### config.mk
export PLATFORM = sky130hd
export DESIGN_NAME = cmcs_seq
export DESIGN_NICKNAME = d
export VERILOG_FILES = /design/src/sv/cmcs_pkg.sv /design/src/sv/cmcs_seq.sv
export SDC_FILE = /design/constraint.sdc
export NUM_CORES = 1
export LEC_CHECK = 0
export ABC_AREA = 1
export BUFFER_PORTS_ARGS = -buffer_cell sky130_fd_sc_hd__buf_2
export CAP_MARGIN = 5
export CORE_ASPECT_RATIO = 0.5
export CORE_MARGIN = 2
export CORE_UTILIZATION = 55
export CTS_CLUSTER_DIAMETER = 60
export DETAILED_ROUTE_END_ITERATION = 7
export PLACE_DENSITY_LB_ADDON = 0.2
export SYNTH_ARGS = -nofsm -noshare
export SYNTH_HDL_FRONTEND = slang
export SYNTH_SLANG_ARGS = --single-unit
### constraint.sdc
create_clock -name clock -period 4.14 [get_ports clock]
set_input_delay 0.414 -clock clock [delete_from_list [all_inputs] [get_ports clock]]
set_output_delay 0.414 -clock clock [all_outputs]
set_load 0.005 [all_outputs]
### src/sv/cmcs_pkg.sv
`default_nettype none

package cmcs_pkg;

   // Map geometry; the map size must be a power of two
   localparam int MAP_ENTRIES = 1024;
   localparam int MAP_AW      = $clog2(MAP_ENTRIES);

   // Field widths
   localparam int POS_W      = 16;
   localparam int DATA_W     = 16;
   localparam int IDX_W      = 10;
   localparam int DIV_W      = 16;
   localparam int GAP_W      = 10;
   localparam int STEP_W     = 14;
   localparam int CSR_IDX_W  = 4;
   localparam int CSR_DATA_W = 16;

   // Q0.16 position: low bits below the map index, and one step
   localparam int FRAC_W = POS_W - MAP_AW;
   localparam logic [POS_W-1:0]  STEP_SIZE = POS_W'(1) << FRAC_W;
   localparam logic [FRAC_W-1:0] HALF_LSB  = FRAC_W'(1) << (FRAC_W - 1);

   // Register reset values
   localparam logic [DIV_W-1:0] TICK_DIV_RESET = DIV_W'(500);
   localparam logic [GAP_W-1:0] GAP_RESET      = GAP_W'(100);

   // Register indexes
   localparam logic [CSR_IDX_W-1:0] CSR_TICK_DIV = CSR_IDX_W'(0);
   localparam logic [CSR_IDX_W-1:0] CSR_GAP      = CSR_IDX_W'(1);

   // Item modes
   typedef enum logic [1:0] {
      MODE_TICK  = 2'd0,
      MODE_START = 2'd1,
      MODE_READ  = 2'd2,
      MODE_STOP  = 2'd3
   } mode_type;

   // Step decision and sequencer state, sequencer to top level
   typedef struct packed {
      logic               cw_sample;
      logic               ccw_sample;
      logic               done;
      logic [MAP_AW-1:0]  map_idx;
      logic [POS_W-1:0]   position;
      logic [POS_W-1:0]   pos_next;
      logic               calibrated;
      logic               calibrated_next;
   } seq_type;

   // One result beat
   typedef struct packed {
      logic [POS_W-1:0]         position_ref;
      logic                     report_valid;
      logic [IDX_W-1:0]         report_index;
      logic signed [DATA_W-1:0] report_value;
      logic                     finished;
      logic                     map_valid;
      logic signed [DATA_W-1:0] map_value;
      logic                     disarm;
   } rsp_type;

endpackage

`default_nettype wire

### src/sv/cmcs_seq.sv
`default_nettype none

// Step sequencer: prescaler, step counter, position reference, run flags
// and the two calibration registers. Next values are offered for the
// current request and taken when the top level accepts it.
module cmcs_seq (
   input  logic                               clock,
   input  logic                               reset,
   input  logic                               csr_we,
   input  logic [cmcs_pkg::CSR_IDX_W-1:0]     csr_index,
   input  logic [cmcs_pkg::CSR_DATA_W-1:0]    csr_data,
   input  logic                               item_accept,
   input  cmcs_pkg::mode_type                 item_mode,
   input  logic [cmcs_pkg::POS_W-1:0]         start_position,
   output cmcs_pkg::seq_type                  seq
);
   import cmcs_pkg::*;

   logic [DIV_W-1:0]  tick_div_ff, tick_div_in;
   logic [GAP_W-1:0]  gap_ff, gap_in;
   logic [DIV_W-1:0]  tick_count_ff, tick_count_in;
   logic [STEP_W-1:0] step_count_ff, step_count_in;
   logic [POS_W-1:0]  position_ff, position_in;
   logic              calibrated_ff, calibrated_in;
   logic              running_ff, running_in;

   logic [DIV_W-1:0]  tick_inc;
   logic [STEP_W-1:0] step_inc;
   logic [STEP_W-1:0] lim_cw_gap, lim_cw_smp, lim_ccw_gap, lim_ccw_smp;
   logic              advance, cw_gap, cw_smp, ccw_gap, ccw_smp, done;
   logic [MAP_AW-1:0] idx_q;
   logic [FRAC_W-1:0] idx_r;
   logic              round_up;

   // Register writes; unknown indexes are dropped
   always_comb begin
      tick_div_in = tick_div_ff;
      gap_in      = gap_ff;
      if (csr_we && csr_index == CSR_TICK_DIV) begin
         tick_div_in = csr_data[DIV_W-1:0];
      end
      if (csr_we && csr_index == CSR_GAP) begin
         gap_in = csr_data[GAP_W-1:0];
      end
   end

   // Phase boundaries from the current gap setting
   always_comb begin
      lim_cw_gap  = STEP_W'(gap_ff);
      lim_cw_smp  = lim_cw_gap + STEP_W'(MAP_ENTRIES);
      lim_ccw_gap = lim_cw_smp + STEP_W'(gap_ff);
      lim_ccw_smp = lim_ccw_gap + STEP_W'(MAP_ENTRIES);
   end

   // Prescaler and phase decode; a zero divider steps on every tick
   always_comb begin
      tick_inc = tick_count_ff + DIV_W'(1);
      step_inc = step_count_ff + STEP_W'(1);
      advance  = running_ff && (item_mode == MODE_TICK) && (tick_inc >= tick_div_ff);
      cw_gap   = step_inc <= lim_cw_gap;
      cw_smp   = !cw_gap && (step_inc <= lim_cw_smp);
      ccw_gap  = !cw_gap && !cw_smp && (step_inc <= lim_ccw_gap);
      ccw_smp  = !cw_gap && !cw_smp && !ccw_gap && (step_inc <= lim_ccw_smp);
      done     = !cw_gap && !cw_smp && !ccw_gap && !ccw_smp;
   end

   // Map index: N * position / 2^16, rounded half to even, N wraps to 0
   always_comb begin
      idx_q    = position_ff[POS_W-1:FRAC_W];
      idx_r    = position_ff[FRAC_W-1:0];
      round_up = (idx_r > HALF_LSB) || (idx_r == HALF_LSB && idx_q[0]);
   end

   // Next state for the offered request
   always_comb begin
      tick_count_in = tick_count_ff;
      step_count_in = step_count_ff;
      position_in   = position_ff;
      calibrated_in = calibrated_ff;
      running_in    = running_ff;
      case (item_mode)
         MODE_TICK: begin
            if (running_ff) begin
               tick_count_in = advance ? '0 : tick_inc;
            end
            if (advance) begin
               step_count_in = done ? '0 : step_inc;
               if (cw_gap || cw_smp) begin
                  position_in = position_ff + STEP_SIZE;
               end else if (ccw_gap || ccw_smp) begin
                  position_in = position_ff - STEP_SIZE;
               end
               if (done) begin
                  calibrated_in = 1'b1;
                  running_in    = 1'b0;
               end
            end
         end
         MODE_START: begin
            tick_count_in = '0;
            step_count_in = '0;
            calibrated_in = 1'b0;
            position_in   = start_position;
            running_in    = 1'b1;
         end
         MODE_STOP: begin
            running_in = 1'b0;
         end
         default: begin
         end
      endcase
   end

   always_ff @(posedge clock) begin
      if (reset) begin
         tick_div_ff   <= TICK_DIV_RESET;
         gap_ff        <= GAP_RESET;
         tick_count_ff <= '0;
         step_count_ff <= '0;
         position_ff   <= '0;
         calibrated_ff <= 1'b0;
         running_ff    <= 1'b0;
      end else begin
         tick_div_ff <= tick_div_in;
         gap_ff      <= gap_in;
         if (item_accept) begin
            tick_count_ff <= tick_count_in;
            step_count_ff <= step_count_in;
            position_ff   <= position_in;
            calibrated_ff <= calibrated_in;
            running_ff    <= running_in;
         end
      end
   end

   always_comb begin
      seq.cw_sample       = advance && cw_smp;
      seq.ccw_sample      = advance && ccw_smp;
      seq.done            = advance && done;
      seq.map_idx         = idx_q + MAP_AW'(round_up);
      seq.position        = position_ff;
      seq.pos_next        = position_in;
      seq.calibrated      = calibrated_ff;
      seq.calibrated_next = calibrated_in;
   end

endmodule

`default_nettype wire

==> metrics.md, run 1 <==
| Metric | Value |
|---|---|
| H-tree depth | `3` |
| Core area | `9380 sq um` |
| Placed insts | `962` |
| Area of the multi-input gates | `3360 sq um` |
| Worst-Margin Slew | `1.21 ns` |
| Req. time, crit path | `3.73 ns` |
| Crit-path max FO | `6` |
| Register area share after synthesis | `28.1%` |
| Synth warn | `0` |
| Seq cells post-synth | `74` |
| Die width | `142 microns` |
| Total I/O pin count | `89` |
| Final Hold Viols | `0` |
| FF+latch area | `1490 sq um` |
| Min-Delay Path Class | `in2reg` |
| Final setup skew | `0.00680 ns` |
| Peak VDD IR | `0.227 mV` |
| Total leakage power | `0.00322 uW` |
| Pre-Repair DR Iteration Count | `6` |
| GRT Residual Overflow | `0` |
| GPL Wtd Cong | `0.913` |
| Initial Util | `56.1%` |
| Cells after synthesis | `783` |
| Synth top cells by count | `nand2_1, inv_1, a21oi_1, dfxtp_1, o21ai_0` |
| Period utilization | `98.4%` |
| Avg Cell Area, Syn | `6.72 sq um` |
| Hold path start | `csr_data[8]` |
| Post-synth ARST share | `0%` |
| Clk sink count | `74` |
| Largest area contributor in the netlist | `dfxtp_1` |
| PortBufs | `88` |
| Critical setup path kind | `reg2out` |
| CP Launch Type | `flop` |
| Power Dens Cells | `297 nW/um^2` |
| DRT Wirelength | `13600 microns` |
| Share of layout cells above drive strength 1 | `20.7%` |
| Post-synth EDFFs | `0` |
| Synth Flop Type | `dfxtp_1` |
| Max Transition Viols Final | `0` |
| GRT Total Usage | `25.3%` |
| Wire per inst | `13.7 microns` |
| Non-Filler Instances | `992` |
| Clock transition at path regs | `0.06 ns` |
| CP Data Arrival Time | `3.66 ns` |
| Hold Path Depth | `3` |
| Worst setup EP type | `output pin` |
| Setup slack, reg-to-reg | `0.35 ns` |
| Die ar. | `10400 sq um` |
| Number of CTS-inserted buffers | `9` |
| Syn Std Cell Area | `5260 sq um` |
| Hold path endpoint | `tick_div_ff[8]` |
| RSZ-0062 raised after global routing | `true` |
| Worst hold slack | `0.315 ns` |
| Syn_nets | `868` |
| Top-count cell post-synth | `nand2_1` |
| Relative slew slack | `19.2%` |
| Clk_lat worst skew | `0.34 ns` |
| Detail-routed via count per cell | `5.40` |
| Final setup violation count | `0` |
| Max-Cap Viols | `0` |
| Status | `finished clean` |
| First-pass GRT wire length | `21100 microns` |
| Via count | `5355` |
| Die Height | `73.2 microns` |
| Fmax | `245 MHz` |
| Antenna cells | `0` |
| Top cells by area, synth | `dfxtp_1, nand2_1, ha_1, inv_1, a21oi_1` |
| Worst reg2reg startpoint | `tick_count_ff[0]` |
| Post-DP HPWL | `9620 microns` |
| Synth cell types | `36` |
| Reg2reg end | `step_count_ff[4]` |
| Reg2Reg Depth | `22` |
| Post-route ant nets | `0` |
| DRC | `0` |
| Antenna violations before repair | `0` |
| Number of global-route vias before repair | `4503` |
| Total of fill cells in the finished design | `778` |
| # nets final | `951` |
| Largest net degree at the start of global routing | `47` |
| Starting DRT DRC Count | `382` |
| Layout area overhead | `21.0%` |
| CTS tree | `done` |
| FP Rows | `25` |
| Root Buffer Master | `clkbuf_16` |
| Clock Tree Buf Depth | `2` |
| Period minus WS final | `4.07 ns` |
| Share of Yosys cell area claimed by the top area cell type | `28.1%` |
logic make-up (layout without fill, tap and decap cells):
| kind of cell | after synthesis | in the layout | share of synthesized area [%] |
|---|---|---|---|
| XOR/XNOR | 36 | 36 | 6.35 |
| AO/OA/AOI/OAI | 183 | 183 | 18.6 |
| adder cells (fa/ha/maj) | 43 | 43 | 10.2 |
| buffers and inverters | 157 | 245 | 11.8 |
| AND/OR/NAND/NOR | 290 | 290 | 24.9 |
| flip-flops | 74 | 74 | 28.1 |
what timing repair did:
action / in CTS / in global routing
cloned: 0 / 1
gates resized for setup: 7 / 53
pin swaps: 1 / 25
hold buffers: 0 / 0
setup endpoints to repair: 11 / 14
setup buffers: 2 / 11
through the flow:
step           TNS [ns]  cell area (sq um)  total power (uW)  util [%]  worst slack [ns]
5_1_grt           -2.00               6370              1980      67.9            -0.183
6_report              0               6370              1890      67.9            0.0655
2_1_floorplan         0               5260               958         -             0.633
3_5_place_dp          0               5720              1050      61.0            0.0285
4_1_cts               0               6070              1890      64.7            0.0107
3_3_place_gp          0               5720              1050      61.0             0.164
critical path, stage by stage (launching register included):
cell,delay (ns)
dfxtp_4,0.39
ha_4,0.15
nand3_4,0.08
nor3b_4,0.24
nand3_2,0.15
nor3_4,0.22
nand3_2,0.11
nor3_2,0.20
xor2_1,0.11
ha_1,0.29
nand2_1,0.07
inv_1,0.08
nand3_2,0.09
nor3_2,0.16
nand3_1,0.12
nand3_2,0.16
nand2_4,0.13
inv_4,0.12
nand2_1,0.06
nand2_1,0.05
nand3_1,0.07
nand2_1,0.11
inv_1,0.05
buf_2,0.12
flip-flops by register name, indices dropped and copies added (netlist names):
name	count
tick_div_ff	16
gap_ff	10
calibrated_ff	1
running_ff	1
step_count_ff	14
position_ff	16
tick_count_ff	16
cell usage in the layout (no fill, tap or decap), types with 10 or more instances in the layout:
| cell type | Yosys | routed |
|---|---|---|
| nand2_1 | 150 | 144 |
| inv_1 | 120 | 117 |
| buf_2 | 7 | 88 |
| a21oi_1 | 86 | 84 |
| dfxtp_1 | 74 | 71 |
| o21ai_0 | 69 | 63 |
| nor2_1 | 52 | 50 |
| ha_1 | 43 | 42 |
| nand3_1 | 47 | 38 |
| xor2_1 | 33 | 31 |
| buf_4 | 2 | 16 |
| a22oi_1 | 15 | 15 |
| nand4_1 | 10 | 10 |
how the worst max path moves through the flow:
stage,cells past startpoint,end,start
floorplan,24,seq[15],tick_count_ff[0]
global placement,24,seq[15],tick_count_ff[0]
detailed placement,24,seq[13],tick_count_ff[0]
CTS,23,seq[15],tick_count_ff[0]
global route,23,seq[11],tick_count_ff[0]
finish,23,seq[14],tick_count_ff[0]
layer usage:
metal  vias to the layer above  share of wire, %  global-route usage [%]
li1                       2727                 -                       -
met2                       176                45                    41.0
met4                         0               1.4                    7.59
met3                        19               6.8                    4.92
met1                      2433                47                    34.7
met5                         -                 0                       0
final cells by class:
type	instances	area share, %
Timing Repair inverter	1	0.0983
Multi-Input combinational cell	552	52.7
Sequential cell	74	23.4
Timing Repair Buffer	104	8.80
Clock inverter	6	1.43
Tap cell	121	2.38
Inverter	124	7.51
Clock buffer	10	3.60
where the power goes:
group	internal (uW)	total (uW)	leakage [uW]	switching, uW
clock	530	840	0.000157	310
sequential	733	763	0.000605	30.1
combinational	111	286	0.00246	176
total	1370	1890	0.00322	516
Note: power is estimated with default switching activity, not from simulation.
==> run 2: changes to the inputs <==
ABC_AREA = 0   (was 1)
==> run 2 against run 1 <==
Against the previous run:
- the flow now finishes with violations (setup timing)
- critical path depth down 8
- design area up 15%
- global-route usage up 5.2 points
- hold slack worse by 0.012 ns
- routed wire length up 35%
- largest cell class unchanged
- first-iteration DRC count up 37%
- non-clock buffer count up 55
- clock skew up 0.0039 ns
==> metrics.md, run 2 <==
| Metric | Value |
|---|---|
| RSZ-0062 raised after global routing | `true` |
| # nets final | `909` |
| Placed inst area | `6180 sq um` |
| Top cells by area, synth | `dfxtp_1, ha_1, nand2_1, a21oi_1, xnor2_1` |
| Setup ws final | `-0.173 ns` |
| DRT Wirelength | `18300 microns` |
| PortBufs | `88` |
| Worst Setup SP | `tick_count_ff[2]` |
| Top-count cell post-synth | `nand2_1` |
| Number of CTS-inserted buffers | `9` |
| Clk sink count | `74` |
| Reg2reg end | `position_ff[10]` |
| Layout area overhead | `36.4%` |
| Status | `complete, but fails checks` |
| Detail-routed via count per cell | `6.30` |
| Core area | `9480 sq um` |
| Synth top cells by count | `nand2_1, dfxtp_1, a21oi_1, nor2_1` |
| Final Hold Viols | `0` |
| Synth Flop Type | `dfxtp_1` |
| Relative slew slack | `12.8%` |
| Worst-Margin Slew | `1.30 ns` |
| Max Transition Viols Final | `0` |
| Initial Util | `56.8%` |
| Violated checks | `setup timing` |
| First-pass GRT wire length | `25700 microns` |
| Max-Cap Viols | `0` |
| Worst hold slack | `0.303 ns` |
| Top Registers | `position_ff: 16 flops, tick_count_ff: 16 flops, tick_div_ff: 16 flops` |
| FP Rows | `25` |
| Setup slack, reg-to-reg | `0.21 ns` |
| Syn_nets | `775` |
| Crit. path cell count | `15` |
| Post-synth EDFFs | `0` |
| Post-synth ARST share | `0%` |
| Total of fill cells in the finished design | `627` |
| Period utilization | `104%` |
| Register area share after synthesis | `27.5%` |
| Critical Path, Cell by Cell | `and4_4, and2_4, nand4_1, or2_4, buf_4, xnor2_2, ha_1, nand2_4, nor4_4, a221oi_4, a21o_1, a211oi_2, mux2_4, a221o_1, buf_2` |
| Power Dens Cells | `254 nW/um^2` |
| Total leakage power | `0.00326 uW` |
| Slowest stage delay, CP | `0.33 ns` |
| Number of global-route vias before repair | `5339` |
| Period minus WS final | `4.31 ns` |
| CP Launch Type | `flop` |
| Via count | `6073` |
| Post-DP HPWL | `11300 microns` |
| Post-layout instance area | `7340 sq um` |
| Starting DRT DRC Count | `522` |
| CP max-delay cell | `dfxtp_2` |
| Die ar. | `10600 sq um` |
| Critical path buffer and inverter count | `2` |
| Utilization after layout | `77.4%` |
| Cells after synthesis | `690` |
| Seq cells post-synth | `74` |
| Most common cell after layout, fill and taps aside | `buf_2` |
| GRT Total Usage | `30.5%` |
| Final setup skew | `0.0107 ns` |
| Syn Std Cell Area | `5380 sq um` |
| Antenna violations before repair | `0` |
| Critical setup path kind | `reg2out` |
| Die Height | `73.9 microns` |
| Commonest non-fill, non-tap cells in the layout | `buf_2, nand2_1, buf_4, dfxtp_1, a21oi_1` |
| Root Buffer Master | `clkbuf_16` |
| Antenna cells | `0` |
| GPL Wtd Cong | `0.979` |
| Setup TNS | `-0.713 ns` |
| Avg Cell Area, Syn | `7.80 sq um` |
| CTS tree | `done` |
| Post-route ant nets | `0` |
| CP Data Arrival Time | `3.90 ns` |
| Total I/O pin count | `89` |
| Share of Yosys cell area claimed by the top area cell type | `27.5%` |
| GRT Residual Overflow | `0` |
| DRC | `0` |
| Req. time, crit path | `3.73 ns` |
| Crit-path max FO | `4` |
| Wire per inst | `19.0 microns` |
| H-tree depth | `3` |
| Largest net degree at the start of global routing | `38` |
| Synth cell types | `77` |
| Min-Delay Path Class | `in2reg` |
| Share of layout cells above drive strength 1 | `34.3%` |
| Clock Tree Buf Depth | `2` |
| Pre-Repair DR Iteration Count | `5` |
| Reg2Reg Depth | `20` |
| Synth warn | `0` |
| Die width | `144 microns` |
| Final setup violation count | `10` |
| Clk_lat worst skew | `0.34 ns` |
| Worst reg2reg startpoint | `tick_count_ff[2]` |
| Peak VDD IR | `0.230 mV` |
| Top Family by Delay on Critical Path | `simple AND/OR/NAND/NOR gates` |
| Largest area contributor in the netlist | `dfxtp_1` |
| Crit path to | `seq[12]` |
| Worst setup EP type | `output pin` |
| Post-cts hold buffer count | `0` |
| Fmax | `232 MHz` |
| Clock transition at path regs | `0.07 ns` |
-- run 2: cell types whose count changed in the layout (fill, tap and decap cells not counted), moves of 9 or more --
cell / previous run / this run
inv_1: 117 / 40
dfxtp_2: 0 / 9
ha_1: 42 / 32
buf_4: 16 / 64
dfxtp_1: 71 / 61
ha_4: 1 / 10
o21ai_0: 63 / 24
nand2_1: 144 / 80
mux2i_1: 0 / 15
xor2_1: 31 / 5
xnor2_1: 0 / 16
a21oi_1: 84 / 56
-- run 2: metal layers --
metal | global-route usage [%] | part of all wire [%] | vias up
met2 | 53.6 | 49 | 349
met4 | 7.52 | 3.3 | 0
li1 | - | - | 2761
met1 | 39.8 | 40 | 2886
met5 | 0 | 0 | -
met3 | 5.41 | 8.0 | 77
-- run 2: what timing repair did --
item                                    in CTS  in global routing
resized for setup                           54                 60
endpoints found under the setup margin      15                 12
setup buffers                               14                 15
endpoints found under the hold margin        0                  0
pin swaps                                   25                 44
-- run 2: cells by family (layout without fill, tap and decap cells) --
| kind of cell | Yosys count | in the layout | synth area share (%) |
|---|---|---|---|
| xor gates and xnor gates | 32 | 32 | 5.21 |
| and+or+nand+nor | 262 | 262 | 24.3 |
| adders and majority gates | 43 | 43 | 10.0 |
| DFF | 74 | 74 | 27.5 |
| muxes | 23 | 23 | 4.47 |
| buffers and inverters | 77 | 216 | 5.65 |
| AOI/OAI and AO/OA | 179 | 179 | 22.8 |
-- run 2: final cells by class --
cell class	instances	area, sq um	share of cell area [%]
inverters	41	154	2.10
clock buffers	9	225	3.07
flip-flops and latches	74	1510	20.5
clock inverters	7	124	1.69
well taps	135	169	2.30
repair buffers	159	1000	13.6
multi-input cells	539	4160	56.7
-- run 2: stage by stage --
stage | power (uW) | worst slack [ns] | instances
finish | 1870 | -0.173 | 964
CTS | 1860 | -0.0777 | 951
detailed placement | 928 | -0.0313 | 922
global placement | 925 | 0.0343 | 922
global route | 1920 | -0.259 | 964
floorplan | 852 | 0.0603 | 690
-- run 2: worst min-delay path by stage --
stage,start,to,depth (start not counted)
2_1_floorplan,tick_div_ff[10],tick_div_ff[10],2
3_3_place_gp,tick_div_ff[13],tick_div_ff[13],2
3_5_place_dp,tick_div_ff[15],tick_div_ff[15],2
4_1_cts,csr_data[5],gap_ff[5],3
5_1_grt,csr_data[6],gap_ff[6],3
6_report,csr_data[5],gap_ff[5],3
-- run 2: power by group --
group          internal [uW]  leakage, uW  switching, uW
logic                   81.9      0.00248            113
registers                721     0.000606           16.7
clock network            596     0.000167            338
-- run 2: worst register-to-register path, cell delays in order (launching register included) --
cell	delay, ns
dfxtp_2	0.33
and4_4	0.24
and4_4	0.22
and3_4	0.19
and3_4	0.19
nand3_2	0.12
xnor2_4	0.22
ha_4	0.24
buf_4	0.13
a21o_1	0.20
a221oi_4	0.44
a21o_1	0.23
a211oi_2	0.08
buf_4	0.14
buf_4	0.12
buf_4	0.12
buf_4	0.12
buf_4	0.12
buf_4	0.12
mux2i_1	0.15
a31oi_1	0.09
